`src/rtl/lzw_compressor_12bit_top_assert.svh`:
```
// ----------------------------------------------------------------------------
// LZW compressor assertion macros
// Shared concurrent assertion forms used by the compressor RTL.
// ----------------------------------------------------------------------------
`ifndef LZW_COMPRESSOR_12BIT_TOP_ASSERT_SVH
`define LZW_COMPRESSOR_12BIT_TOP_ASSERT_SVH

// Same-cycle implication, checked on every rising edge outside reset.
`define LZW_ASSERT_NOW(label, ante, cons) \
    label: assert property (@(posedge clk) disable iff (!rst_n) (ante) |-> (cons)) \
        else $error("lzw assertion failed");

// Next-cycle implication, checked on every rising edge outside reset.
`define LZW_ASSERT_NEXT(label, ante, cons) \
    label: assert property (@(posedge clk) disable iff (!rst_n) (ante) |=> (cons)) \
        else $error("lzw assertion failed");

`endif

```
`src/rtl/lzw_pkg.sv`:
```
// ----------------------------------------------------------------------------
// LZW compressor package
// Dictionary sizing constants and the structs shared by the cell row.
// ----------------------------------------------------------------------------
package lzw_pkg;

    localparam int DICT_CODES  = 4096;
    localparam int FIRST_CODE  = 256;
    localparam int TABLE_DEPTH = DICT_CODES - FIRST_CODE;
    localparam int IDX_W       = $clog2(TABLE_DEPTH);
    localparam int ENT_W       = $clog2(TABLE_DEPTH + 1);
    localparam int CODE_W      = 12;
    localparam int NF_W        = 13;
    localparam int KEY_W       = CODE_W + 8;

    typedef logic [IDX_W-1:0]  idx_t;
    typedef logic [ENT_W-1:0]  ent_t;
    typedef logic [CODE_W-1:0] code_t;
    typedef logic [KEY_W-1:0]  key_t;

    // Search result handed from one cell to the next.
    typedef struct packed {
        logic  hit;
        code_t code;
    } link_t;

    // Signals broadcast from the controller to every cell.
    typedef struct packed {
        key_t key;
        ent_t entries;
        logic wr_en;
        idx_t wr_idx;
    } bcast_t;

endpackage

```
`src/rtl/lzw_cell.sv`:
```
// ----------------------------------------------------------------------------
// LZW dictionary cell
// Holds one learned pair and forwards the running search result.
// ----------------------------------------------------------------------------
module lzw_cell (
    input  logic            clk,
    input  logic            rst_n,
    input  lzw_pkg::idx_t   index,
    input  lzw_pkg::bcast_t bcast,
    input  lzw_pkg::link_t  link_in,
    output lzw_pkg::link_t  link_out
);

    lzw_pkg::key_t  entry_reg;
    lzw_pkg::link_t link_reg;
    lzw_pkg::link_t link_next;
    logic           match;
    lzw_pkg::code_t my_code;

    assign my_code = lzw_pkg::code_t'(lzw_pkg::FIRST_CODE) + lzw_pkg::code_t'(index);

    // Only entries below the fill count take part in a search.
    assign match = (entry_reg == bcast.key)
                   && (lzw_pkg::ent_t'(index) < bcast.entries);

    always_comb
    begin
        link_next.hit  = link_in.hit | match;
        link_next.code = link_in.hit ? link_in.code : (match ? my_code : link_in.code);
    end

    always_ff @(posedge clk)
    begin
        if (bcast.wr_en && (bcast.wr_idx == index))
        begin
            entry_reg <= bcast.key;
        end
    end

    always_ff @(posedge clk or negedge rst_n)
    begin
        if (!rst_n)
        begin
            link_reg <= '0;
        end
        else
        begin
            link_reg <= link_next;
        end
    end

    assign link_out = link_reg;

endmodule
```
`config.mk`:
```
export PLATFORM = sky130hd
export DESIGN_NAME = lzw_cell
export DESIGN_NICKNAME = d
export VERILOG_FILES = /design/src/rtl/lzw_compressor_12bit_top_assert.svh /design/src/rtl/lzw_pkg.sv /design/src/rtl/lzw_cell.sv
export SDC_FILE = /design/constraint.sdc
export NUM_CORES = 1
export LEC_CHECK = 0
export BUFFER_PORTS_ARGS = -buffer_cell sky130_fd_sc_hd__buf_4
export CAP_MARGIN = 20
export CORE_MARGIN = 2
export CORE_UTILIZATION = 45
export DETAILED_ROUTE_END_ITERATION = 10
export PLACE_DENSITY = 0.78
export SLEW_MARGIN = 20
export SYNTH_ARGS = -nofsm -noshare
export SYNTH_HDL_FRONTEND = slang
export SYNTH_SLANG_ARGS = --single-unit
```
`constraint.sdc`:
```
create_clock -name clk -period 4.6 [get_ports clk]
set_input_delay 0.69 -clock clk [delete_from_list [all_inputs] [get_ports clk]]
set_output_delay 0.69 -clock clk [all_outputs]
set_load 0.005 [all_outputs]
```
-- Yosys cells after proc, flatten, opt, wreduce, memory -nomap -nowiden
Index checks and enable logic that the tools add are counted.
- register bits: 33
- bits of input ports: 72
- output and inout port bits: 13
- word-level logic and storage cells: 12
- add/sub/neg operators: 1
- order comparisons: 1
- eq/ne operators: 2
- muxes and demuxes: 2
- bitwise operators: 1
- reduce and logical (&&, ||, !) cells: 2
- operators with widths (cell ; number):
    12-bit 2-to-1 mux ; 2
    20-bit == test ; 1
    9-bit by 12-bit adder with 12-bit output, first input constant ; 1
    12-bit == test ; 1
    12-bit less-than comparator ; 1
    1-bit logical AND ; 2
    1-bit OR ; 1

-- Longest topological paths before layout
- word-level depth: 4
- depth in mapped cells: 9
- depth with buffers taken out: 8

-- Worst setup path after synthesis
Ideal clock, no wire load.
- path type: input port to flip-flop
- from: in index[8]
- to: reg entry_reg[0], enable pin
- arrival time: 2591 ps
- required time: 4178 ps
- path slack: 1587 ps
- stages: 4
- path buffers: 0
- cell sequence: xor2_1 > nor4_1 > nand3_1 > nor3_1
- cells in the longest elaborated chain, start to end: 2
- RTL lines (what ; RTL line ; text):
    from (decl) ; lzw_cell.sv:8 ; input lzw_pkg::idx_t index,
    12-bit == test ; lzw_cell.sv:34 ; if (bcast.wr_en && (bcast.wr_idx == index))
    1-bit logical AND ; lzw_cell.sv:34 ;
    to (signal assigned) ; lzw_cell.sv:36 ; entry_reg <= bcast.key;
    to (decl) ; lzw_cell.sv:14 ; lzw_pkg::key_t entry_reg;
Every way passes these cells.
A chain may end at the register's enable or synchronous reset.

==> run_results.csv <==
group,metric,value,unit
run_status,status,"complete, no violations",
critical_path,ff2ff_path_depth,6,
grt,grt_pass1_wl,6.03,mm
clocking,clock_latency,280,ps
grt,grt_use_total,18.4,%
power,p_leak,1.16,nW
timing,max_freq,373,MHz
critical_path,cp.required,4760,ps
clocking,numClockSinks,33,
logic_synthesis,synth_cells,135,
logic_synthesis,ys_types,26,
clocking,cts_hold_buf,0,
final_layout,num_antenna_cells,0,
final_layout,nets,310,
logic_synthesis,synth-main-ff-cell,"edfxtp_1",
clocking,cts_tree,"built",
final_layout,area_growth,44.4,%
grt,met2_usage,32.8,%
grt,met1_usage,21.4,%
floorplanning,fp.dieH,67.2,um
timing,rsz0062_at_grt,"no",
logic_synthesis,seq_area_frac_synth,51.5,%
logic_synthesis,synthArstFlopShare,39.4,%
critical_path,crit_fanout,12,
logic_synthesis,synth_fp_nets,219,
logic_synthesis,ys_seq_elements,33,
floorplanning,rows,22,
clocking,cts-buffers-inserted,5,
grt,grt_max_degree,21,
timing,tns,0,ps
worst_hold_path,min_path_type,"in2async",
floorplanning,start_util,48.0,%
critical_path,arrival,2840,ps
floorplanning,ios,85,
floorplanning,dieArea,4520,sq um
clocking,path_clk_slew,70,ps
logic_synthesis,synth_edf_count,20,
timing,worst_pin_slew,787,ps
grt,grt-busiest-layer,"met2",
logic_synthesis,postSynthAreaPerCell,13.3,sq um
clocking,cts_htree_levels,2,
timing,slew_headroom,47.4,%
final_layout,drive_gt1_share,47.1,%
logic_synthesis,synthAdderAreaFrac,8.35,%
logic_synthesis,synthMuxAreaShare,9.32,%
grt,grt_use_met3,4.00,%
critical_path,critPathLaunchType,"input pin",
power,p_per_area,273,nW/um^2
logic_synthesis,synth-xor-area-share,16.6,%
grt,first_global_vias,1362,
power,vdd_drop_max,0.171,mV
placed_design,place_ws,1580,ps
critical_path,critical_path.endpoint,"link_out[0]",
timing,setup_viol,0,
clocking,cts_root_buf,"clkbuf_8",
grt,antenna_found_initial,0,
placed_design,routabilityCongestion,0.789,
critical_path,r2r_setup_slack,2200,ps
route,ant_nets,0,
critical_path,cp_slowest_cell,"nor3_4",
job,drv_cap,0,
clocking,postCtsSetupBuffers,0,
route,drt_iter0_drc,62,
final_layout,nFillCells,302,
timing,finalHoldViolCount,0,
route,vias,1331,
placed_design,dpl.hpwl,3.33,mm
critical_path,critical_path.startpoint,"index[1]",
timing,skew,8.34,ps
critical_path,crit_chain,"buf_4 > ha_1 > a2111oi_0 > or4_1 > a21oi_2 > nor3_4 > mux2_2",
route,routedWlPerCell,14.3,um
critical_path,r2r_end,"link_out[0]",
route,first_pass_iters,2,
final_layout,final_util,69.4,%
critical_path,endpoint_kind,"flop",
timing,slew_viol_final,0,
logic_synthesis,synth-compound-area-share,3.48,%
timing,setup_ws,1920,ps
critical_path,crit_type,"in2reg",
timing,min_period_over_period,58.3,%
timing,fin_crit,2680,ps
critical_path,r2r-start,"entry_reg[19]",
grt,grt-ovfl-total,0,
route,wl,3.93,mm
logic_synthesis,syn-cell-area,1800,sq um
route,drc,0,
critical_path,max_stage_delay,670,ps
final_layout,largest_reg_flops,20,
clocking,cts_resized,0,
clocking,clk_path_buf_depth,2,
floorplanning,fp.dieW,67.2,um
logic_synthesis,synth_top_family_by_area,"XOR/XNOR gates",
logic_synthesis,synthSimpleGateAreaFrac,7.17,%
floorplanning,core_area,3740,sq um
route,avgViaCountPerCell,4.84,
placed_design,io_buffers,84,
logic_synthesis,yosys_warnings,0,
[where the power goes]
part	total, W	switching (W)	internal [W]
sequential	0.000322	0.00000177	0.000320
combinational	0.000120	0.0000455	0.0000740
clock	0.000268	0.000106	0.000162
[worst min path at each step]
stage / startpoint / slack [ps] / cells after the start / endpoint
finish: rst_n / 240 / 1 / link_out[11]
global route: rst_n / 230 / 1 / link_out[12]
CTS: rst_n / 240 / 1 / link_out[12]
detailed placement: rst_n / 550 / 1 / link_out[9]
global placement: rst_n / 540 / 1 / link_out[10]
floorplan: rst_n / 390 / 0 / link_out[0]
[through the flow]
step                std cells  area (sq um)  hold WS [ps]  total power (W)
finish                    275          2600           237         0.000710
global route              275          2600           232         0.000742
CTS                       275          2600           236         0.000717
detailed placement        267          2480           547         0.000449
global placement          267          2480           539         0.000444
floorplan                 135          1800           394         0.000371
[worst max-delay path, delay by kind of cell]
kind	cells	cell delay, ps
simple gates	2	870
mux	1	410
fa+ha+maj	1	280
buf+inv	1	120
compound gates	2	460
[routing by layer]
metal | up-vias | part of all wire [%]
met4 | 0 | 1.2
met2 | 60 | 51
li1 | 659 | -
met1 | 608 | 40
met5 | - | 0
met3 | 4 | 7.9
[layout by cell type (no fill, tap or decap), types with 3 or more instances in the layout]
cell type and n:
nand4_1 5, nor2_1 3, nand2_1 3, inv_1 12
xor2_1 16, nor4_1 4, buf_4 85, clkbuf_8 5
ha_1 12, a21oi_1 3, dfrtp_1 13, edfxtp_1 20
nand3_1 3, xnor2_1 18, mux2_4 9
[area by class of cell]
class,instances,area [sq um],share of cell area (%)
sequential,33,926,35.7
multi-input combinational,89,812,31.3
timing repair buffer,85,638,24.6
clock buffer,5,68.8,2.65
tap,48,60.1,2.31
clock inverter,3,46.3,1.78
inverter,12,45.0,1.73
[cell usage after synthesis, types with 2 or more instances]
cell type	number	area share, %
nor4_1	4	1.4
xor2_1	16	7.8
a21oi_1	3	0.83
nor2_1	3	0.63
xnor2_1	18	8.8
mux2_2	2	1.3
nand4_1	5	1.7
ha_1	12	8.4
dfrtp_1	13	18
inv_1	12	2.5
mux2_4	9	7.5
nand2_1	3	0.63
nand3_1	3	0.83
edfxtp_1	20	33
[cell families after synthesis]
family,count (synthesis)
compound gates,9
xor+xnor,34
fa+ha+maj,12
buf+inv,13
flops,33
mux,12
simple gates,22
Power figures use the tool's default switching activity.
